$ cat src/ecnq_pkg.sv
`default_nettype none
// ----------------------------------------------------------------------------
// ECN queue package
// Shared constants, register codes and stage records of the byte queue
// with RED-style ECN marking.
// ----------------------------------------------------------------------------
package ecnq_pkg;

   localparam int QUEUE_DEPTH = 1024;
   localparam int SIZE_BITS   = 14;
   localparam int BYTE_BITS   = 24;
   localparam int RND_BITS    = 16;
   localparam int PROB_BITS   = 17;
   localparam int PTR_BITS    = $clog2(QUEUE_DEPTH);
   localparam int COUNT_BITS  = $clog2(QUEUE_DEPTH + 1);

   localparam int PROD_SPAN_BITS   = RND_BITS + BYTE_BITS;
   localparam int PROD_EXCESS_BITS = PROB_BITS + BYTE_BITS;

   localparam int CSR_ADDR_BITS = 4;
   localparam int CSR_DATA_BITS = 32;

   localparam int REQ_FIELD_BITS = SIZE_BITS + RND_BITS;
   localparam int REQ_DATA_BITS  = ((REQ_FIELD_BITS + 7) / 8) * 8;
   localparam int RSP_FIELD_BITS = 3 + SIZE_BITS + BYTE_BITS + COUNT_BITS;
   localparam int RSP_DATA_BITS  = ((RSP_FIELD_BITS + 7) / 8) * 8;

   localparam logic [BYTE_BITS-1:0] MARK_LOW_RESET   = BYTE_BITS'(16777214);
   localparam logic [BYTE_BITS-1:0] MARK_HIGH_RESET  = BYTE_BITS'(16777215);
   localparam logic [PROB_BITS-1:0] MAX_PROB_RESET   = '0;
   localparam logic [BYTE_BITS-1:0] BYTE_LIMIT_RESET = BYTE_BITS'(16777215);

   typedef enum logic [1:0] {
      REG_MARK_LOW   = 2'd0,
      REG_MARK_HIGH  = 2'd1,
      REG_MAX_PROB   = 2'd2,
      REG_BYTE_LIMIT = 2'd3
   } csr_reg_type;

   typedef enum logic {
      MODE_ENQUEUE = 1'b0,
      MODE_DEQUEUE = 1'b1
   } mode_type;

   typedef struct packed {
      logic [BYTE_BITS-1:0] mark_low;
      logic [BYTE_BITS-1:0] mark_high;
      logic [PROB_BITS-1:0] max_prob;
      logic [BYTE_BITS-1:0] byte_limit;
   } cfg_type;

   // queue update done, mark decision operands captured
   typedef struct packed {
      logic                  accepted;
      logic                  pkt_valid;
      logic [SIZE_BITS-1:0]  out_size;
      logic [BYTE_BITS-1:0]  queue_bytes;
      logic [COUNT_BITS-1:0] queue_packets;
      logic                  at_low;
      logic                  at_high;
      logic [RND_BITS-1:0]   rnd;
      logic [BYTE_BITS-1:0]  span;
      logic [BYTE_BITS-1:0]  excess;
   } stage1_type;

   // products formed, compare still to do
   typedef struct packed {
      logic                        accepted;
      logic                        pkt_valid;
      logic [SIZE_BITS-1:0]        out_size;
      logic [BYTE_BITS-1:0]        queue_bytes;
      logic [COUNT_BITS-1:0]       queue_packets;
      logic                        at_low;
      logic                        at_high;
      logic [PROD_SPAN_BITS-1:0]   prod_span;
      logic [PROD_EXCESS_BITS-1:0] prod_excess;
   } stage2_type;

   typedef struct packed {
      logic                  accepted;
      logic                  out_valid;
      logic [SIZE_BITS-1:0]  out_size;
      logic                  ecn_mark;
      logic [BYTE_BITS-1:0]  queue_bytes;
      logic [COUNT_BITS-1:0] queue_packets;
   } result_type;

   function automatic logic [PTR_BITS-1:0] ptr_incr(input logic [PTR_BITS-1:0] ptr);
      logic [PTR_BITS-1:0] nxt;
      if (ptr == PTR_BITS'(QUEUE_DEPTH - 1)) begin
         nxt = '0;
      end else begin
         nxt = ptr + PTR_BITS'(1);
      end
      return nxt;
   endfunction

endpackage
`default_nettype wire

$ cat src/ecnq_csr.sv
`default_nettype none
// ----------------------------------------------------------------------------
// ECN queue registers
// Configuration registers behind the register bus port.
// ----------------------------------------------------------------------------
module ecnq_csr
   import ecnq_pkg::*;
(
   input  wire logic                     clock,
   input  wire logic                     reset,
   input  wire logic                     psel,
   input  wire logic                     penable,
   input  wire logic                     pwrite,
   input  wire logic [CSR_ADDR_BITS-1:0] paddr,
   input  wire logic [CSR_DATA_BITS-1:0] pwdata,
   output logic      [CSR_DATA_BITS-1:0] prdata,
   output cfg_type                       cfg
);

   cfg_type     cfg_ff, cfg_in;
   csr_reg_type reg_sel;
   logic        wr_stb;

   assign reg_sel = csr_reg_type'(paddr[CSR_ADDR_BITS-1:2]);
   assign wr_stb  = psel && penable && pwrite;

   always_comb begin
      cfg_in = cfg_ff;
      if (wr_stb) begin
         unique case (reg_sel)
            REG_MARK_LOW:   cfg_in.mark_low   = pwdata[BYTE_BITS-1:0];
            REG_MARK_HIGH:  cfg_in.mark_high  = pwdata[BYTE_BITS-1:0];
            REG_MAX_PROB:   cfg_in.max_prob   = pwdata[PROB_BITS-1:0];
            REG_BYTE_LIMIT: cfg_in.byte_limit = pwdata[BYTE_BITS-1:0];
            default:        cfg_in = cfg_ff;
         endcase
      end
   end

   always_comb begin
      unique case (reg_sel)
         REG_MARK_LOW:   prdata = CSR_DATA_BITS'(cfg_ff.mark_low);
         REG_MARK_HIGH:  prdata = CSR_DATA_BITS'(cfg_ff.mark_high);
         REG_MAX_PROB:   prdata = CSR_DATA_BITS'(cfg_ff.max_prob);
         REG_BYTE_LIMIT: prdata = CSR_DATA_BITS'(cfg_ff.byte_limit);
         default:        prdata = '0;
      endcase
   end

   always_ff @(posedge clock) begin
      if (reset) begin
         cfg_ff.mark_low   <= MARK_LOW_RESET;
         cfg_ff.mark_high  <= MARK_HIGH_RESET;
         cfg_ff.max_prob   <= MAX_PROB_RESET;
         cfg_ff.byte_limit <= BYTE_LIMIT_RESET;
      end else begin
         cfg_ff <= cfg_in;
      end
   end

   assign cfg = cfg_ff;

endmodule
`default_nettype wire

$ cat config.mk
export PLATFORM = sky130hd
export DESIGN_NAME = ecnq_csr
export DESIGN_NICKNAME = d
export VERILOG_FILES = /design/src/ecnq_pkg.sv /design/src/ecnq_csr.sv
export SDC_FILE = /design/constraint.sdc
export NUM_CORES = 1
export LEC_CHECK = 0
export BUFFER_PORTS_ARGS = -buffer_cell sky130_fd_sc_hd__buf_4
export CAP_MARGIN = 5
export CORE_MARGIN = 4
export CORE_UTILIZATION = 30
export CTS_CLUSTER_DIAMETER = 120
export DETAILED_ROUTE_END_ITERATION = 6
export PLACE_DENSITY = 0.57
export RECOVER_POWER = 50
export SYNTH_ARGS = -nofsm -noshare
export SYNTH_HDL_FRONTEND = slang
export SYNTH_SLANG_ARGS = --single-unit
$ cat constraint.sdc
create_clock -name clock -period 1.3 [get_ports clock]
set_input_delay 0.065 -clock clock [delete_from_list [all_inputs] [get_ports clock]]
set_output_delay 0.065 -clock clock [all_outputs]
set_load 0.1 [all_outputs]
==> results.ini <==
[drt]
detail_route.first_pass.iterations=4
drt-initial-drc-count=122
vias=3395
drc=0
drt-total-wl_um=11510
detail_route.wl_per_cell_um=15.51
antenna_left=0
vias_per_cell=4.575

[logic_synthesis]
synthCells=392
synth_top_area_share_pct=43.69
synth_area_per_cell_um2=10.40
netlist_top_cells_area=dfxtp_1, mux2i_1, mux4_2
synth_top_area_cell=dfxtp_1
ys_ff_latch=89
yosys_warnings=0
syn-cell-area_um2=4078
seq_area_frac_synth_pct=43.69
ys_types=20

[die]
fp.dieH_um=124.6
die_w_um=124.6
core-area_um2=13300
start_util_pct=30.67
dieArea_um2=15520
ios=162
num_rows=42

[finish]
fin_area_um2=6442
area_growth_syn_to_layout_pct=57.99
fin_util_pct=48.46
nNetsFinal=602
drive_gt1_share_pct=54.24
diodes=0
largest_register_ffs=89

[sta]
hold_viol=0
final-setup-viol-count=17
worst_slack_ns=-0.1662
skew_ns=0
rsz0062_at_grt=true
final.min_clock_period_ns=1.466
tightest_slew_ns=0.5919
slew_violations=0
period_share_pct=112.8
fin_tns_setup_ns=-2.261
fmax_mhz=682.1
relSlewSlack_pct=60.54

[status]
status=complete, but fails checks
violations=negative setup slack

[worst_setup_path]
r2r_cells=3
start_kind=register
crit_type=register to primary output
crit_arrival_ns=1.40
crit_path_top_delay_cell=mux4_2
cp_num_cells=2
crit_family=multiplexers
reg2reg_slack_ns=0.52
worstPathCellList=mux4_2, buf_6
cpPeakStageDelay_ns=0.50
crit_fanout=3
path_buf_inv=1
crit_required_ns=1.24
crit_path_end_kind=primary output

[pwr]
p_per_area_nw_per_um2=1059
irDropWorstVdd_mv=0.6695
p_total_w=0.006825
leakagePower_nw=2.544

[cts]
clock-sinks=89
cts-root-buf=clkbuf_16
clk_pin_slew_worst_paths_ns=0.06
cts_buffers=9
htree_levels=3
cts_tree=built
clockBufferDepth=2
clk_latency_ns=0.34

[flow_run]
max_cap_viol_count=0

[global_route]
grt_pass1_vias=3516
grt_overflow_total=0
grt_max_degree=61
grt_pass1_wl_um=18950
track_usage_pct=15.05
grt_antenna_before_repair=0

[placement]
pre_cts_slack_ns=-0.001783
place_hpwl_um=8354
place_area_um2=5907
gp_congestion=0.7671
port-buffer-count=143

[min_path]
holdPathStages=3
hold_class=primary input to register

[metrics by stage]
| stage | hold slack [ns] | cells |
|---|---|---|
| 3_5_place_dp | 0.3445 | 702 |
| 6_report | 0.002045 | 742 |
| 2_1_floorplan | 0.2097 | 399 |
| 5_1_grt | 0.01091 | 742 |
| 4_1_cts | 0.0006424 | 741 |
| 3_3_place_gp | 0.3353 | 702 |
[path summary, 6_finish.rpt]
check | start | to
worst max-delay path | cfg[16] | prdata[16]
worst min-delay path | pwdata[14] | cfg[38]
worst max register to register | cfg[72] | cfg[72]
worst min register to register | cfg[28] | cfg[28]
[worst register-to-register path, cell delays in order, from the launching register on]
cell and delay (ns):
dfxtp_4 0.34, buf_4 0.13, nor2_1 0.10, mux2i_1 0.07
[power breakdown]
group	internal (W)	switching (W)	leakage, nW	total, W
clock	0.00165	0.00104	0.153	0.00268
combinational	0.000448	0.00104	1.66	0.00149
sequential	0.00262	0.0000321	0.726	0.00265
[placed cells by master, fill, tap and decap left out, drive strengths merged, types with 8 or more instances in the layout]
master | netlist | routed
buf | 26 | 163
nor2 | 96 | 96
mux2i | 96 | 96
dfxtp | 89 | 89
nand2b | 35 | 35
clkbuf | 12 | 23
mux4 | 17 | 17
dlygate4sd3 | 0 | 16
nand2 | 8 | 8
conb | 1 | 8
[cells in the mapped netlist]
cell      instances
and2_1            1
buf_1             3
buf_12            2
buf_2             2
buf_4            18
buf_6             1
clkbuf_1         12
conb_1            1
dfxtp_1          89
mux2i_1          96
mux4_2           17
nand2_1           8
nand2b_1         35
nand3_2           1
nor2_1           95
nor2_2            1
nor3_4            1
nor3b_1           1
o21ai_0           7
or3b_1            1
[repair_timing]
item,in CTS,in global routing
resized for setup,28,6
setup endpoints to repair,20,22
buffers inserted,7,1
hold buffers,16,0
hold endpoints to repair,18,0
[cells by family (layout without fill, tap and decap cells)]
group | Yosys count | after routing | share of synthesized area, %
AOI/OAI and AO/OA | 7 | 7 | 0.8591
buffers and inverters | 38 | 205 | 6.198
DFF | 89 | 89 | 43.69
muxes | 113 | 113 | 32.95
other | 1 | 8 | 0.09196
and+or+nand+nor | 144 | 144 | 16.20
[layer usage]
layer | GRT usage (%) | vias to the layer above | routed length, um
li1 | - | 1651 | -
met1 | 20.45 | 1623 | 5445
met2 | 22.74 | 110 | 5210
met3 | 4.374 | 11 | 683
met4 | 5.416 | 0 | 171
met5 | 0 | - | 0
[cell type report]
cell class,count,area (um^2)
clock buffer,14,274.0
clock inverter,2,35.03
multi-input combinational,272,2206
tap,176,220.2
timing repair buffer,189,1609
sequential,89,2098
fill,1240,6853
(Power assumes the default switching activity.)
