--- src/ecnq_pkg.sv ---
`default_nettype none
// ----------------------------------------------------------------------------
// ECN queue package
// Shared constants, register codes and stage records of the byte queue
// with RED-style ECN marking.
// ----------------------------------------------------------------------------
package ecnq_pkg;

   localparam int QUEUE_DEPTH = 1024;
   localparam int SIZE_BITS   = 14;
   localparam int BYTE_BITS   = 24;
   localparam int RND_BITS    = 16;
   localparam int PROB_BITS   = 17;
   localparam int PTR_BITS    = $clog2(QUEUE_DEPTH);
   localparam int COUNT_BITS  = $clog2(QUEUE_DEPTH + 1);

   localparam int PROD_SPAN_BITS   = RND_BITS + BYTE_BITS;
   localparam int PROD_EXCESS_BITS = PROB_BITS + BYTE_BITS;

   localparam int CSR_ADDR_BITS = 4;
   localparam int CSR_DATA_BITS = 32;

   localparam int REQ_FIELD_BITS = SIZE_BITS + RND_BITS;
   localparam int REQ_DATA_BITS  = ((REQ_FIELD_BITS + 7) / 8) * 8;
   localparam int RSP_FIELD_BITS = 3 + SIZE_BITS + BYTE_BITS + COUNT_BITS;
   localparam int RSP_DATA_BITS  = ((RSP_FIELD_BITS + 7) / 8) * 8;

   localparam logic [BYTE_BITS-1:0] MARK_LOW_RESET   = BYTE_BITS'(16777214);
   localparam logic [BYTE_BITS-1:0] MARK_HIGH_RESET  = BYTE_BITS'(16777215);
   localparam logic [PROB_BITS-1:0] MAX_PROB_RESET   = '0;
   localparam logic [BYTE_BITS-1:0] BYTE_LIMIT_RESET = BYTE_BITS'(16777215);

   typedef enum logic [1:0] {
      REG_MARK_LOW   = 2'd0,
      REG_MARK_HIGH  = 2'd1,
      REG_MAX_PROB   = 2'd2,
      REG_BYTE_LIMIT = 2'd3
   } csr_reg_type;

   typedef enum logic {
      MODE_ENQUEUE = 1'b0,
      MODE_DEQUEUE = 1'b1
   } mode_type;

   typedef struct packed {
      logic [BYTE_BITS-1:0] mark_low;
      logic [BYTE_BITS-1:0] mark_high;
      logic [PROB_BITS-1:0] max_prob;
      logic [BYTE_BITS-1:0] byte_limit;
   } cfg_type;

   // queue update done, mark decision operands captured
   typedef struct packed {
      logic                  accepted;
      logic                  pkt_valid;
      logic [SIZE_BITS-1:0]  out_size;
      logic [BYTE_BITS-1:0]  queue_bytes;
      logic [COUNT_BITS-1:0] queue_packets;
      logic                  at_low;
      logic                  at_high;
      logic [RND_BITS-1:0]   rnd;
      logic [BYTE_BITS-1:0]  span;
      logic [BYTE_BITS-1:0]  excess;
   } stage1_type;

   // products formed, compare still to do
   typedef struct packed {
      logic                        accepted;
      logic                        pkt_valid;
      logic [SIZE_BITS-1:0]        out_size;
      logic [BYTE_BITS-1:0]        queue_bytes;
      logic [COUNT_BITS-1:0]       queue_packets;
      logic                        at_low;
      logic                        at_high;
      logic [PROD_SPAN_BITS-1:0]   prod_span;
      logic [PROD_EXCESS_BITS-1:0] prod_excess;
   } stage2_type;

   typedef struct packed {
      logic                  accepted;
      logic                  out_valid;
      logic [SIZE_BITS-1:0]  out_size;
      logic                  ecn_mark;
      logic [BYTE_BITS-1:0]  queue_bytes;
      logic [COUNT_BITS-1:0] queue_packets;
   } result_type;

   function automatic logic [PTR_BITS-1:0] ptr_incr(input logic [PTR_BITS-1:0] ptr);
      logic [PTR_BITS-1:0] nxt;
      if (ptr == PTR_BITS'(QUEUE_DEPTH - 1)) begin
         nxt = '0;
      end else begin
         nxt = ptr + PTR_BITS'(1);
      end
      return nxt;
   endfunction

endpackage
`default_nettype wire

--- src/ecnq_marker.sv ---
`default_nettype none
// ----------------------------------------------------------------------------
// ECN queue marker
// Multiply stage, compare stage and result register of the mark decision.
// ----------------------------------------------------------------------------
module ecnq_marker
   import ecnq_pkg::*;
(
   input  wire logic                 clock,
   input  wire logic                 reset,
   input  wire logic [PROB_BITS-1:0] max_prob,
   input  wire logic                 s1_valid,
   input  wire stage1_type           s1,
   output logic                      s1_take,
   output logic                      out_valid,
   input  wire logic                 out_ready,
   output result_type                out
);

   logic       s2_valid_ff, s2_valid_in;
   stage2_type s2_ff, s2_in;
   logic       out_valid_ff, out_valid_in;
   result_type out_ff, out_in;
   logic       s2_take;
   logic       prob_hit;

   assign s2_take = !out_valid_ff || out_ready;
   assign s1_take = !s2_valid_ff || s2_take;

   // max_prob must only change with nothing in flight; the block does not enforce this and reads it live here
   always_comb begin
      s2_in.accepted      = s1.accepted;
      s2_in.pkt_valid     = s1.pkt_valid;
      s2_in.out_size      = s1.out_size;
      s2_in.queue_bytes   = s1.queue_bytes;
      s2_in.queue_packets = s1.queue_packets;
      s2_in.at_low        = s1.at_low;
      s2_in.at_high       = s1.at_high;
      s2_in.prod_span     = PROD_SPAN_BITS'(s1.rnd) * PROD_SPAN_BITS'(s1.span);
      s2_in.prod_excess   = PROD_EXCESS_BITS'(s1.excess) * PROD_EXCESS_BITS'(max_prob);
   end

   assign prob_hit = PROD_EXCESS_BITS'(s2_ff.prod_span) < s2_ff.prod_excess;

   always_comb begin
      out_in.accepted      = s2_ff.accepted;
      out_in.out_valid     = s2_ff.pkt_valid;
      out_in.out_size      = s2_ff.out_size;
      out_in.ecn_mark      = s2_ff.pkt_valid && !s2_ff.at_low && (s2_ff.at_high || prob_hit);
      out_in.queue_bytes   = s2_ff.queue_bytes;
      out_in.queue_packets = s2_ff.queue_packets;
   end

   assign s2_valid_in  = s1_take ? s1_valid : s2_valid_ff;
   assign out_valid_in = s2_take ? s2_valid_ff : out_valid_ff;

   always_ff @(posedge clock) begin
      if (reset) begin
         s2_valid_ff  <= 1'b0;
         out_valid_ff <= 1'b0;
      end else begin
         s2_valid_ff  <= s2_valid_in;
         out_valid_ff <= out_valid_in;
      end
   end

   always_ff @(posedge clock) begin
      if (s1_take && s1_valid) begin
         s2_ff <= s2_in;
      end
      if (s2_take && s2_valid_ff) begin
         out_ff <= out_in;
      end
   end

   assign out_valid = out_valid_ff;
   assign out       = out_ff;

endmodule
`default_nettype wire

--- config.mk ---
export PLATFORM = sky130hd
export DESIGN_NAME = ecnq_marker
export DESIGN_NICKNAME = d
export VERILOG_FILES = /design/src/ecnq_pkg.sv /design/src/ecnq_marker.sv
export SDC_FILE = /design/constraint.sdc
export NUM_CORES = 2
export LEC_CHECK = 0
export ABC_AREA = 1
export CORE_MARGIN = 10
export CORE_UTILIZATION = 45
export DETAILED_ROUTE_END_ITERATION = 8
export DONT_BUFFER_PORTS = 1
export PLACE_DENSITY_LB_ADDON = 0.05
export SLEW_MARGIN = 20
export SYNTH_ARGS = -nofsm -noshare
export SYNTH_HDL_FRONTEND = slang
export SYNTH_SLANG_ARGS = --single-unit
--- constraint.sdc ---
create_clock -name clock -period 14.2 [get_ports clock]
set_input_delay 2.84 -clock clock [delete_from_list [all_inputs] [get_ports clock]]
set_output_delay 2.84 -clock clock [all_outputs]
set_load 0.005 [all_outputs]
==> reports/qor.csv <==
metric;value;unit
insertion_delay;0.46;ns
synthAdderAreaFrac;0.473;
path_cells;nand2_1 > fa_1 > inv_1 > fa_1 > inv_1 > fa_1 > inv_1 > fa_1 > fa_1 > inv_1 > fa_1 > inv_1 > ha_1 > nand2_1 > nor2_1 > nand2_1 > inv_1 > nand4_1 > nand3_2 > nand2_1 > nand3b_1 > nand2_1;
num_antenna_cells;0;
grt_pass1_vias;25100;
slew_violations;0;
max_freq;0.131;GHz
cts_sinks;188;
layout_min_cycle_time;7.64;ns
clockBufferDepth;2;
rsz0062_at_grt;no;
post-cts-setup-buffer-count;0;
die_height;294;µm
dieArea;0.0867;mm²
outcome;complete, no violations;
antenna_found_initial;0;
nNetsFinal;5058;
synth_seq_area_share;0.166;
synthMuxAreaShare;0;
synth_compound_area_frac;0.0255;
vias;24100;
overflow;0;
max_cap_viol_count;0;
crit_cells;22;
cts_resized;0;
path_class;primary input to flip-flop;
setup_violations;0;
synthXorXnorAreaFrac;0.0114;
firstDrtPassIters;6;
clock_tree.root_cell;clkbuf_16;
fin_crit_sh;0.538;
critPathRequiredTime;14.40;ns
r2r_cells;4;
port_buffers;0;
grt_usage;0.196;
cts.clk_slew.worst_paths;0.08;ns
synthSimpleGateAreaFrac;0.164;
hpwl;66.7;mm
synth_top_family_by_area;adder cells;
crit_fanout;24;
grt_max_degree;75;
cp_top_family;adder cells;
ys_types;27;
syn_nets;5199;
drc;0;
cts-htree-levels;4;
gp_congestion;0.870;
hold_path.class;flip-flop to flip-flop;
drt_iter0_drc;1316;
synth_area;0.0339;mm²
worst_path_max_delay_cell;fa_1;
core;0.0746;mm²
hold_viol;0;
start_util;0.455;
start_kind;primary input;
totalWireLength;81.7;mm
yosys_warnings;0;
grt_pass1_wl;135;mm
cp-end-kind;flip-flop;
hold_buffers;0;
netlist_instances;4160;
cts_buffers;17;
synth.avg_cell_area;8.15;µm²
ys_ff_latch;188;
finalSetupTns;0;ns
layout.cells.non_filler;5001;
num_io_pins;192;
critPathBufInv;6;
cts_tree;yes;
viasPerCell;4.83;
worst_slew_pin_slew;0.957;ns
drive_above_1_share;0.0161;
arrival;7.85;ns
area.growth.synth_to_final;3.81;%
die_x;294;µm
fin_hold_ws;0.421;ns
drtAntennaViolNets;0;
std_cell_rows;100;
slew_headroom;0.362;
fin_worst_skew;0.0151;ns
place_inst;4969;
wl_per_cell;16.3;µm
min_path_cells;0;
crit_path_max_incr_delay;0.53;ns
-- sequential cells by signal (all words and copies together), names as in the netlist --
register     count
out_valid        1
s2_ff           83
out_in          51
s2_valid_ff      1
out             52
-- area by class of cell --
type | instances | area (µm²)
clock buffers | 17 | 425
repair buffers | 2 | 15.0
fillers | 7560 | 39400
flip-flops and latches | 188 | 5630
inverters | 1284 | 4820
well taps | 969 | 1210
multi-input cells | 2526 | 22900
clock inverters | 15 | 231
-- cell usage after synthesis, drive strengths merged --
cell type | number | share of area
ha | 266 | 0.098
nand2 | 1220 | 0.14
o21a | 2 | 0.00044
nand3 | 69 | 0.012
a21o | 7 | 0.0016
nor2 | 107 | 0.012
o21bai | 9 | 0.0020
o211ai | 1 | 0.00022
fa | 635 | 0.37
xor2 | 29 | 0.0075
a31oi | 3 | 0.00055
nor4 | 1 | 0.00018
inv | 1284 | 0.14
dfxtp | 2 | 0.0012
nand4 | 5 | 0.00092
xnor2 | 15 | 0.0039
a21oi | 98 | 0.014
nor3 | 17 | 0.0025
a21boi | 2 | 0.00044
clkbuf | 162 | 0.018
edfxtp | 186 | 0.16
nand3b | 2 | 0.00044
o21ai | 38 | 0.0058
-- kinds of logic after synthesis --
kind of cell	after synthesis
flops	188
simple gates	1421
fa+ha+maj	901
xor+xnor	44
buf+inv	1446
compound gates	160
-- layout by cell type, fill, tap and decap left out, types with 2 or more instances in the layout --
cell type	n
a21boi_0	2
a21o_1	7
a21oi_1	97
a31oi_1	3
buf_4	2
clkbuf_16	17
clkinv_8	6
dfxtp_1	2
edfxtp_1	186
fa_1	635
ha_1	266
inv_1	1283
inv_12	2
inv_6	3
inv_8	3
nand2_1	1210
nand2_2	10
nand3_1	58
nand3_2	11
nand3b_1	2
nand4_1	5
nor2_1	101
nor2_2	6
nor3_1	17
o21a_1	2
o21ai_0	36
o21ai_2	2
o21bai_1	9
xnor2_1	15
xor2_1	29
-- worst paths after layout --
path                             startpoint         to  slack [ns]
worst max-delay path            max_prob[2]  s2_ff[40]        6.56
worst min-delay path             out_in[22]    out[22]        0.42
worst max register to register    out_valid  s2_ff[29]       11.76
worst min register to register   out_in[22]    out[22]        0.42
-- per-layer routing --
| metal | wire, µm | vias up | GRT usage | part of all wire |
|---|---|---|---|---|
| met5 | 0 | - | 0 | 0 |
| met4 | 815 | 0 | 0.0311 | 0.010 |
| met3 | 3720 | 46 | 0.0229 | 0.045 |
| met2 | 39900 | 524 | 0.335 | 0.49 |
| met1 | 37300 | 12000 | 0.271 | 0.46 |
| li1 | - | 11500 | - | - |
-- through the flow --
stage,utilization,cell area (µm²),setup WS (ns)
global placement,0.463,34500,6.16
global route,0.472,35200,6.27
CTS,0.472,35200,6.66
finish,0.472,35200,6.56
floorplan,-,33900,6.23
detailed placement,0.463,34500,6.16
Power is left out: the tool's default activity adds up to more than one toggle a clock period on the data nets, which glitch-free logic cannot reach.
