**src/ecnq_pkg.sv**
```systemverilog
`default_nettype none
// ----------------------------------------------------------------------------
// ECN queue package
// Shared constants, register codes and stage records of the byte queue
// with RED-style ECN marking.
// ----------------------------------------------------------------------------
package ecnq_pkg;

   localparam int QUEUE_DEPTH = 1024;
   localparam int SIZE_BITS   = 14;
   localparam int BYTE_BITS   = 24;
   localparam int RND_BITS    = 16;
   localparam int PROB_BITS   = 17;
   localparam int PTR_BITS    = $clog2(QUEUE_DEPTH);
   localparam int COUNT_BITS  = $clog2(QUEUE_DEPTH + 1);

   localparam int PROD_SPAN_BITS   = RND_BITS + BYTE_BITS;
   localparam int PROD_EXCESS_BITS = PROB_BITS + BYTE_BITS;

   localparam int CSR_ADDR_BITS = 4;
   localparam int CSR_DATA_BITS = 32;

   localparam int REQ_FIELD_BITS = SIZE_BITS + RND_BITS;
   localparam int REQ_DATA_BITS  = ((REQ_FIELD_BITS + 7) / 8) * 8;
   localparam int RSP_FIELD_BITS = 3 + SIZE_BITS + BYTE_BITS + COUNT_BITS;
   localparam int RSP_DATA_BITS  = ((RSP_FIELD_BITS + 7) / 8) * 8;

   localparam logic [BYTE_BITS-1:0] MARK_LOW_RESET   = BYTE_BITS'(16777214);
   localparam logic [BYTE_BITS-1:0] MARK_HIGH_RESET  = BYTE_BITS'(16777215);
   localparam logic [PROB_BITS-1:0] MAX_PROB_RESET   = '0;
   localparam logic [BYTE_BITS-1:0] BYTE_LIMIT_RESET = BYTE_BITS'(16777215);

   typedef enum logic [1:0] {
      REG_MARK_LOW   = 2'd0,
      REG_MARK_HIGH  = 2'd1,
      REG_MAX_PROB   = 2'd2,
      REG_BYTE_LIMIT = 2'd3
   } csr_reg_type;

   typedef enum logic {
      MODE_ENQUEUE = 1'b0,
      MODE_DEQUEUE = 1'b1
   } mode_type;

   typedef struct packed {
      logic [BYTE_BITS-1:0] mark_low;
      logic [BYTE_BITS-1:0] mark_high;
      logic [PROB_BITS-1:0] max_prob;
      logic [BYTE_BITS-1:0] byte_limit;
   } cfg_type;

   // queue update done, mark decision operands captured
   typedef struct packed {
      logic                  accepted;
      logic                  pkt_valid;
      logic [SIZE_BITS-1:0]  out_size;
      logic [BYTE_BITS-1:0]  queue_bytes;
      logic [COUNT_BITS-1:0] queue_packets;
      logic                  at_low;
      logic                  at_high;
      logic [RND_BITS-1:0]   rnd;
      logic [BYTE_BITS-1:0]  span;
      logic [BYTE_BITS-1:0]  excess;
   } stage1_type;

   // products formed, compare still to do
   typedef struct packed {
      logic                        accepted;
      logic                        pkt_valid;
      logic [SIZE_BITS-1:0]        out_size;
      logic [BYTE_BITS-1:0]        queue_bytes;
      logic [COUNT_BITS-1:0]       queue_packets;
      logic                        at_low;
      logic                        at_high;
      logic [PROD_SPAN_BITS-1:0]   prod_span;
      logic [PROD_EXCESS_BITS-1:0] prod_excess;
   } stage2_type;

   typedef struct packed {
      logic                  accepted;
      logic                  out_valid;
      logic [SIZE_BITS-1:0]  out_size;
      logic                  ecn_mark;
      logic [BYTE_BITS-1:0]  queue_bytes;
      logic [COUNT_BITS-1:0] queue_packets;
   } result_type;

   function automatic logic [PTR_BITS-1:0] ptr_incr(input logic [PTR_BITS-1:0] ptr);
      logic [PTR_BITS-1:0] nxt;
      if (ptr == PTR_BITS'(QUEUE_DEPTH - 1)) begin
         nxt = '0;
      end else begin
         nxt = ptr + PTR_BITS'(1);
      end
      return nxt;
   endfunction

endpackage
`default_nettype wire

```
**src/ecnq_queue_ctrl.sv**
```systemverilog
`default_nettype none
// ----------------------------------------------------------------------------
// ECN queue control
// Admission, pointers and occupancy; loads the first stage record.
// ----------------------------------------------------------------------------
module ecnq_queue_ctrl
   import ecnq_pkg::*;
(
   input  wire logic                 clock,
   input  wire logic                 reset,
   input  wire cfg_type              cfg,
   input  wire logic                 in_valid,
   output logic                      in_ready,
   input  wire logic                 mode,
   input  wire logic [SIZE_BITS-1:0] packet_size,
   input  wire logic [RND_BITS-1:0]  random_value,
   input  wire logic [SIZE_BITS-1:0] head_size,
   output logic                      wr_en,
   output logic      [PTR_BITS-1:0]  wr_addr,
   output logic      [SIZE_BITS-1:0] wr_data,
   output logic      [PTR_BITS-1:0]  rd_addr,
   input  wire logic                 s1_take,
   output logic                      s1_valid,
   output stage1_type                s1
);

   logic [PTR_BITS-1:0]   head_ff,  head_in;
   logic [PTR_BITS-1:0]   tail_ff,  tail_in;
   logic [COUNT_BITS-1:0] count_ff, count_in;
   logic [BYTE_BITS-1:0]  bytes_ff, bytes_in;
   logic                  s1_valid_ff, s1_valid_in;
   stage1_type            s1_ff, s1_in;

   logic                  accept;
   logic                  is_deq;
   logic                  enq_ok;
   logic                  deq_ok;
   logic [BYTE_BITS:0]    sum;
   logic [BYTE_BITS-1:0]  head_ext;
   logic [BYTE_BITS-1:0]  deq_bytes;

   assign in_ready = !s1_valid_ff || s1_take;
   assign accept   = in_valid && in_ready;
   assign is_deq   = (mode_type'(mode) == MODE_DEQUEUE);

   assign sum      = {1'b0, bytes_ff} + (BYTE_BITS+1)'(packet_size);
   assign enq_ok   = !is_deq && (count_ff < COUNT_BITS'(QUEUE_DEPTH))
                     && (sum <= {1'b0, cfg.byte_limit});
   assign deq_ok   = is_deq && (count_ff != '0);
   assign head_ext = BYTE_BITS'(head_size);
   assign deq_bytes = (bytes_ff >= head_ext) ? (bytes_ff - head_ext) : '0;

   always_comb begin
      head_in  = head_ff;
      tail_in  = tail_ff;
      count_in = count_ff;
      bytes_in = bytes_ff;
      if (accept && enq_ok) begin
         tail_in  = ptr_incr(tail_ff);
         count_in = count_ff + COUNT_BITS'(1);
         bytes_in = sum[BYTE_BITS-1:0];
      end else if (accept && deq_ok) begin
         head_in  = ptr_incr(head_ff);
         count_in = count_ff - COUNT_BITS'(1);
         bytes_in = deq_bytes;
      end
   end

   always_comb begin
      s1_in.accepted      = enq_ok;
      s1_in.pkt_valid     = deq_ok;
      s1_in.out_size      = deq_ok ? head_size : '0;
      s1_in.queue_bytes   = bytes_in;
      s1_in.queue_packets = count_in;
      s1_in.at_low        = (bytes_ff <= cfg.mark_low);
      s1_in.at_high       = (bytes_ff >= cfg.mark_high);
      s1_in.rnd           = random_value;
      s1_in.span          = cfg.mark_high - cfg.mark_low;
      s1_in.excess        = bytes_ff - cfg.mark_low;
   end

   assign s1_valid_in = accept ? 1'b1 : (s1_take ? 1'b0 : s1_valid_ff);

   // read the head the queue will have after this beat
   assign rd_addr = head_in;
   assign wr_en   = accept && enq_ok;
   assign wr_addr = tail_ff;
   assign wr_data = packet_size;

   always_ff @(posedge clock) begin
      if (reset) begin
         head_ff     <= '0;
         tail_ff     <= '0;
         count_ff    <= '0;
         bytes_ff    <= '0;
         s1_valid_ff <= 1'b0;
      end else begin
         head_ff     <= head_in;
         tail_ff     <= tail_in;
         count_ff    <= count_in;
         bytes_ff    <= bytes_in;
         s1_valid_ff <= s1_valid_in;
      end
   end

   always_ff @(posedge clock) begin
      if (accept) begin
         s1_ff <= s1_in;
      end
   end

   assign s1_valid = s1_valid_ff;
   assign s1       = s1_ff;

endmodule
`default_nettype wire

```
**config.mk**
```make
export PLATFORM = sky130hd
export DESIGN_NAME = ecnq_queue_ctrl
export DESIGN_NICKNAME = d
export VERILOG_FILES = /design/src/ecnq_pkg.sv /design/src/ecnq_queue_ctrl.sv
export SDC_FILE = /design/constraint.sdc
export NUM_CORES = 1
export LEC_CHECK = 0
export BUFFER_PORTS_ARGS = -buffer_cell sky130_fd_sc_hd__buf_2
export CORE_MARGIN = 5
export CORE_UTILIZATION = 25
export DETAILED_ROUTE_END_ITERATION = 8
export GPL_TIMING_DRIVEN = 0
export SLEW_MARGIN = 5
export SYNTH_ARGS = -nofsm -noshare
export SYNTH_HDL_FRONTEND = slang
export SYNTH_SLANG_ARGS = --single-unit
```
**constraint.sdc**
```tcl
create_clock -name clock -period 6 [get_ports clock]
set_input_delay 0.3 -clock clock [delete_from_list [all_inputs] [get_ports clock]]
set_output_delay 0.3 -clock clock [all_outputs]
set_load 0.05 [all_outputs]
```
==> key figures, run 1 <==
Run status
  • Status: finished clean

Clocking
  • Clk_lat worst skew: 0.49 ns
  • CTS tree: yes
  • Root Buffer: clkbuf_16
  • H-Tree Depth: 4
  • Worst-path clk slew: roughly 0.08 ns
  • CTS Buf Count: 17
  • CTS sink count: around 170
  • Bufs on Longest Clock Path: 2

Route
  • Vias: roughly 10000
  • DRT Pass-1 Iters: 5
  • Vias per cell: between 4 and 5
  • Residual DRC: 0
  • Antenna Nets Post-Route: 0
  • Drt total wl: 40600 um
  • Starting DRT DRC Count: 649
  • WL/cell: 18.4 um

STA
  • Worst rel slew slack: 0.479
  • Period minus WS final: between 5 and 6 ns
  • RSZ-0062 raised after global routing: false
  • WHS: 0.130 ns
  • Clock skew: around 0.012 ns
  • Hold Violations, Final: 0
  • Final Setup Violations: 0
  • Worst Tran Pin Value: around 0.8 ns
  • Max Fclk: ~180 MHz
  • Final worst-path cycle share: 0.936
  • Final slew viol count: 0

Hold path
  • Hold path cells: 3
  • Worst hold path type: primary input to flop
  • Hold_sp: s1_take

Critical path
  • WP depth: 19
  • Crit path DAT: 5.32 ns
  • Worst-case reg-to-reg path depth: 20
  • CP endpoint kind: output pin
  • Worst EP required: between 5 and 6 ns
  • CP peak stage delay: ~0.46 ns
  • Critical path's top delay family: compound AO/OA/AOI/OAI gates
  • Critical Path Start: bytes_ff[1]$_SDFF_PP0_
  • Critical path class: flop to output pin
  • Worst r2r src: bytes_ff[8]$_SDFF_PP0_
  • Setup crit start kind: flop
  • CP max FO: 10
  • Highest-delay cell along the critical path: dfxtp_2
  • Worst Path Buf+Inv: 5
  • CP Cell Sequence: inv_1 > fa_1 > nand2b_1 > a211o_1 > a211o_1 > a21oi_4 > nand3_1 > xnor2_1 > ha_1 > a21o_1 > a21oi_1 > o221ai_1 > a2bb2oi_1 > o21ai_2 > nand2_4 > inv_2 > buf_6 > buf_6 > buf_2

Cells and area
  • P&R area growth vs syn: 24.4%
  • Share of cells above drive strength 1: 0.233
  • Most frequent cells in the layout: buf_2 (280), inv_1 (128), ha_1 (127)
  • Commonest non-fill, non-tap cell in the layout: buf_2
  • Final instance area: around 15000 um^2
  • FILL cells: between 5000 and 6000
  • Layout Nets: about 1800

Floorplanning
  • Initial Utilization: 0.252
  • Die Ht: approximately 230 um
  • Rows: 80
  • # IOs: about 290
  • Core footprint: ~48000 um^2
  • Die Area: between 50000 and 60000 um^2
  • Die Span X: approximately 230 um

Yosys
  • Dominant synthesized flop cell: edfxtp_1
  • Post-synthesis cell count: about 1300
  • Synth Register Bits: 173
  • Post-synth EDFFs: about 120
  • Post-Syn Area: around 12000 um^2
  • Syn Area/Cell: about 9.5 um^2
  • Ys async rst share: 0
  • Yosys warns: 0
  • Yosys cell types: 75
  • Syn_nets: ~1500
  • Synth area leaders: edfxtp_1 (29%), ha_1 (13%), dfxtp_1 (9.3%)
  • Synth top area share: 0.293
  • Post-synthesis sequential area ratio: 0.386
  • Post-synth top area cell: edfxtp_1

Job
  • Max capacitance violation total: 0

GRT
  • Largest net degree at the start of global routing: 59
  • Antenna violations before repair: 4
  • Met3 GRT Util: 0.0378
  • First-pass GRT wire length: slightly above 60000 um
  • Global-route usage over all layers: 0.151
  • GRT Max-Usage Layer: met2
  • M2 GR Usage: 0.259
  • Vias in the first global route: about 11000
  • GR Util met1: 0.183
  • Total gr overflow: 0

Placement
  • Post-DP Area: around 14000 um^2
  • Placer Congestion: between 0.8 and 0.9
  • HPWL after DPL: 33100 um
  • I/O Buffers: approximately 270

Power
  • Leak: roughly 6.9 nW
  • VDD IR max: about 0.26 mV
  • Power per standard cell area: around 450 nW/um^2
[metrics by stage]
stage                     setup WS [ns]   util  std cells  TNS [ns]  total power, mW
after floorplan                   0.111      -       1262         0             4.61
after global placement            -1.51  0.297       2150    -97.12             5.55
after detailed placement        -0.0882  0.298       2152    -0.171             5.60
after CTS                         0.120  0.313       2202         0             6.77
after global routing             0.0526  0.313       2204         0             7.14
final                             0.382  0.313       2204         0             6.69
[flip-flops by register name, indices dropped and copies added, names as in the netlist]
register  flops
bytes_ff     24
s1_valid      1
count_ff     11
s1          117
wr_addr      10
head_ff      10
[routing by layer]
layer,routed length (um),vias up,part of all wire
li1,-,5196,-
met1,17800,4917,0.44
met2,19500,289,0.48
met3,2090,54,0.052
met4,1170,4,0.029
met5,20,-,0.00049
[cell type report]
cell class | count | area [um^2] | area share
multi-input combinational | 914 | 6620 | 0.443
sequential | 173 | 4640 | 0.311
timing repair buffer | 293 | 1600 | 0.107
tap | 615 | 769 | 0.0515
inverter | 129 | 484 | 0.0324
clock buffer | 18 | 429 | 0.0287
buffer | 46 | 264 | 0.0177
clock inverter | 14 | 123 | 0.00821
antenna | 2 | 5.00 | 0.000335
[Yosys cell counts, types with 9 or more instances]
cell type / n
nor2b_1: 29
or3_1: 10
o22ai_1: 12
mux2_2: 9
nor3_1: 31
nand2b_1: 15
nand4_1: 24
a21oi_1: 105
xnor2_1: 65
o21ai_0: 33
buf_4: 16
o211ai_1: 9
nand2_1: 66
inv_1: 128
and3_1: 14
nand3_1: 32
nor2_1: 87
ha_1: 127
or2_2: 9
edfxtp_1: 117
dfxtp_1: 56
a211oi_1: 13
a21o_1: 31
o21a_1: 17
and2_1: 13
clkbuf_1: 18
xor2_1: 34
[path summary, 6_finish.rpt]
kind | end | slack [ns]
setup reg to reg | s1[91]$_DFFE_PP_ | 0.78
hold reg to reg | wr_addr[1]$_SDFFE_PP0P_ | 0.50
setup / recovery | wr_en | 0.38
hold / removal | s1_valid$_SDFFE_PP0P_ | 0.13
[report_power, final]
part           internal (mW)  switching (mW)
Clock                  0.546           0.555
Combinational           1.22            2.42
Sequential              1.70           0.252
Total                   3.47            3.22
[cells by family (layout without fill, tap and decap cells)]
family / after synthesis / count (layout) / share of synthesized area
simple gates: 366 / 366 / 0.157
compound gates: 305 / 305 / 0.171
buf+inv: 175 / 500 / 0.0624
flops: 173 / 173 / 0.386
fa+ha+maj: 131 / 131 / 0.139
xor+xnor: 99 / 99 / 0.0723
mux: 13 / 13 / 0.0118
other cells: 0 / 2 / 0
[repair_timing]
item | in CTS | in global routing
endpoints found under the setup margin | 4 | 1
resized for setup | 2 | 1
endpoints found under the hold margin | 17 | 0
setup buffers | 1 | 0
pin swaps | 1 | 0
hold buffers | 17 | 0
[worst reg2reg max path, stage by stage (launching register included)]
cell	delay [ns]
dfxtp_1	0.52
ha_1	0.29
buf_2	0.16
a21oi_1	0.14
o21ai_0	0.12
or3_1	0.32
o21ai_0	0.33
o21a_1	0.28
nor3_1	0.08
xnor2_1	0.28
inv_1	0.08
ha_1	0.30
nand3_1	0.19
o221ai_1	0.49
a2bb2oi_1	0.23
o21ai_2	0.12
nand2_4	0.21
buf_6	0.22
buf_4	0.23
a2bb2oi_1	0.20
mux2i_1	0.15
(Power assumes the default switching activity.)
==> run 2: changes to the inputs <==
==> constraint.sdc (replaced) <==
create_clock -name clock -period 6 [get_ports clock]
set_input_delay 0 -clock clock [delete_from_list [all_inputs] [get_ports clock]]
set_output_delay 0 -clock clock [all_outputs]
set_load 0.05 [all_outputs]
==> run 2 against run 1 <==
  * Combinational power about the same
  * Maximum frequency decreased by 0.82%
  * Via count increased by 0.99%
  * Power increased by 0.15%
  * Worst hold slack got worse by 0.10 ns
  * Critical path type unchanged
  * Largest cell class unchanged
==> key figures, run 2 (same netlist as run 1, synthesis figures left out) <==
Cells and area
  • Final instance area: 15200 um^2 (was 14900 um^2)
  • Layout Nets: 1865 (was 1843)
  • Commonest non-fill, non-tap cell in the layout: buf_2 (unchanged)
  • FILL cells: 4995 (was 5008)
  • Final core occ: 0.318 (was 0.313)
  • Finished Layout Cells: 2227 (was 2204)
  • Max FFs per register: 117 (unchanged)
  • Share of cells above drive strength 1: 0.229 (was 0.233)
  • P&R area growth vs syn: 26.3% (was 24.4%)
  • Most frequent cells in the layout: buf_2 (280), inv_1 (128), ha_1 (127) (unchanged)

STA
  • RSZ-0062 raised after global routing: false (unchanged)
  • Worst rel slew slack: 0.480 (was 0.479)
  • Post-Route Setup TNS: 0 ns (unchanged)
  • Clock skew: 0.0130 ns (was 0.0120 ns)
  • Final worst-path cycle share: 0.944 (was 0.936)
  • Period minus WS final: 5.66 ns (was 5.62 ns)
  • Max Fclk: 177 MHz (was 178 MHz)
  • Worst Tran Pin Value: 0.779 ns (was 0.781 ns)
  • Hold Violations, Final: 0 (unchanged)
  • Final slew viol count: 0 (unchanged)
  • PnR worst setup slack: 0.335 ns (was 0.382 ns)
  • Final Setup Violations: 0 (unchanged)

Clocking
  • CTS Buf Count: 17 (unchanged)
  • Worst-path clk slew: 0.08 ns (about the same)
  • CTS sink count: 173 (unchanged)
  • Clk_lat worst skew: 0.49 ns (about the same)
  • CTS tree: yes (unchanged)
  • Bufs on Longest Clock Path: 2 (unchanged)
  • H-Tree Depth: 4 (unchanged)
  • Root Buffer: clkbuf_16 (unchanged)

Placement
  • Pre-CTS WS: -0.0882 ns (unchanged)
  • Post-DP Area: 14200 um^2 (unchanged)
  • Placed cells: 2152 (unchanged)
  • HPWL after DPL: 33100 um (unchanged)
  • Placer Congestion: 0.884 (unchanged)
  • I/O Buffers: 273 (unchanged)

Route
  • Antenna Nets Post-Route: 0 (unchanged)
  • Starting DRT DRC Count: 657 (was 649)
  • DRT Pass-1 Iters: 5 (unchanged)
  • Drt total wl: 40900 um (was 40600 um)
  • WL/cell: 18.4 um (about the same)
  • Vias: 10564 (was 10460)
  • Residual DRC: 0 (unchanged)
  • Vias per cell: 4.74 (was 4.75)

Critical path
  • Worst Path Buf+Inv: 5 (unchanged)
  • Setup crit start kind: flop (unchanged)
  • R2R Setup Slk: 0.50 ns (was 0.78 ns)
  • CP Cell Sequence: inv_1 > fa_1 > nand2b_1 > a211o_1 > a211o_1 > a21oi_4 > nand3_1 > xnor2_1 > ha_1 > a21o_1 > a21oi_1 > o221ai_1 > o21ai_2 > nand2_4 > inv_2 > buf_6 > buf_6 > buf_2 (was inv_1 > fa_1 > nand2b_1 > a211o_1 > a211o_1 > a21oi_4 > nand3_1 > xnor2_1 > ha_1 > a21o_1 > a21oi_1 > o221ai_1 > a2bb2oi_1 > o21ai_2 > nand2_4 > inv_2 > buf_6 > buf_6 > buf_2)
  • Crit path DAT: 5.66 ns (was 5.32 ns)
  • CP max FO: 10 (unchanged)
  • CP peak stage delay: 0.57 ns (was 0.46 ns)
  • Highest-delay cell along the critical path: dfxtp_1 (was dfxtp_2)
  • Critical path class: flop to output pin (unchanged)
  • Worst EP required: 6.00 ns (was 5.70 ns)
  • Critical path's top delay family: compound AO/OA/AOI/OAI gates (unchanged)
  • CP endpoint kind: output pin (unchanged)

Power
  • Leak: 6.95 nW (was 6.86 nW)
  • Power per standard cell area: 442 nW/um^2 (was 448 nW/um^2)
  • VDD IR max: 0.260 mV (about the same)

Floorplanning
  • Core footprint: 47600 um^2 (unchanged)
  • Die Ht: 229 um (unchanged)
  • Initial Utilization: 0.252 (unchanged)
  • Die Span X: 229 um (unchanged)
  • Rows: 80 (unchanged)
  • Die Area: 52500 um^2 (unchanged)
  • # IOs: 292 (unchanged)

GRT
  • Total gr overflow: 0 (unchanged)
  • First-pass GRT wire length: 61200 um (was 60600 um)
  • Met3 GRT Util: 0.0406 (was 0.0378)
  • Antenna violations before repair: 5 (was 4)
  • Vias in the first global route: 10708 (was 10589)
  • Largest net degree at the start of global routing: 59 (unchanged)
  • Global-route usage over all layers: 0.152 (was 0.151)
  • GRT Max-Usage Layer: met2 (unchanged)
  • M2 GR Usage: 0.259 (about the same)
  • GR Util met1: 0.183 (about the same)

Run status
  • Status: finished clean (unchanged)

Job
  • Max capacitance violation total: 0 (unchanged)

Hold path
  • Worst hold path type: primary input to flop (unchanged)
run 2: changes by cell type in the layout (fill, tap and decap cells not counted), sizes merged:
cell	delta
diode	+1
dlygate4sd3	+23
buf	-1
run 2: worst register-to-register path: stages (launching register included):
cell and delay (ns):
dfxtp_1 0.57, inv_1 0.23, fa_1 0.46, nand2b_1 0.18, a211o_1 0.31, a211o_1 0.34
a21oi_4 0.32, nand3_1 0.14, xnor2_1 0.26, ha_1 0.30, a21o_1 0.18, a21oi_1 0.15
o221ai_1 0.28, o21ai_2 0.44, nand2_4 0.23, buf_6 0.23, buf_4 0.20, nor3_1 0.22
o22ai_1 0.17
run 2: metrics by stage:
step / hold WS, ns / power, mW
6_report: 0.0281 / 6.70
3_5_place_dp: 0.179 / 5.60
4_1_cts: 0.000486 / 6.78
5_1_grt: 0.0368 / 7.16
3_3_place_gp: 0.176 / 5.55
2_1_floorplan: 0.0989 / 4.61
run 2: final cells by class:
type / count / area [um^2] / area share
clock inverters: 14 / 123 / 0.00809
repair buffers: 315 / 1820 / 0.120
plain buffers: 46 / 264 / 0.0174
inverters: 129 / 484 / 0.0320
multi-input cells: 914 / 6620 / 0.437
flip-flops and latches: 173 / 4630 / 0.306
well taps: 615 / 769 / 0.0508
clock buffers: 18 / 429 / 0.0283
diodes: 3 / 7.51 / 0.000495
run 2: final timing paths:
check                                             start                      end  cells past startpoint
worst max-delay path             bytes_ff[1]$_SDFF_PP0_                    wr_en                     18
worst min-delay path                      head_size[13]    s1[114]$_SDFFCE_PN0P_                      3
worst max register to register   bytes_ff[1]$_SDFF_PP0_         s1[93]$_DFFE_PP_                     18
worst min register to register  wr_addr[1]$_SDFFE_PP0P_  wr_addr[1]$_SDFFE_PP0P_                      2
run 2: report_power, final:
group	internal, mW	switching (mW)
registers	1.70	0.248
logic	1.23	2.42
clock network	0.546	0.560
run 2: per-layer routing:
| layer | wire (um) | up-vias |
|---|---|---|
| li1 | - | 5248 |
| met1 | 17700 | 4954 |
| met2 | 19600 | 303 |
| met3 | 2280 | 55 |
| met4 | 1260 | 4 |
| met5 | 20 | - |
run 2: what timing repair did:
action,CTS,global route
hold endpoints to repair,40,0
cloned,0,0
buffers inserted,0,0
setup endpoints to repair,4,3
hold buffers,40,0
resized for setup,1,1
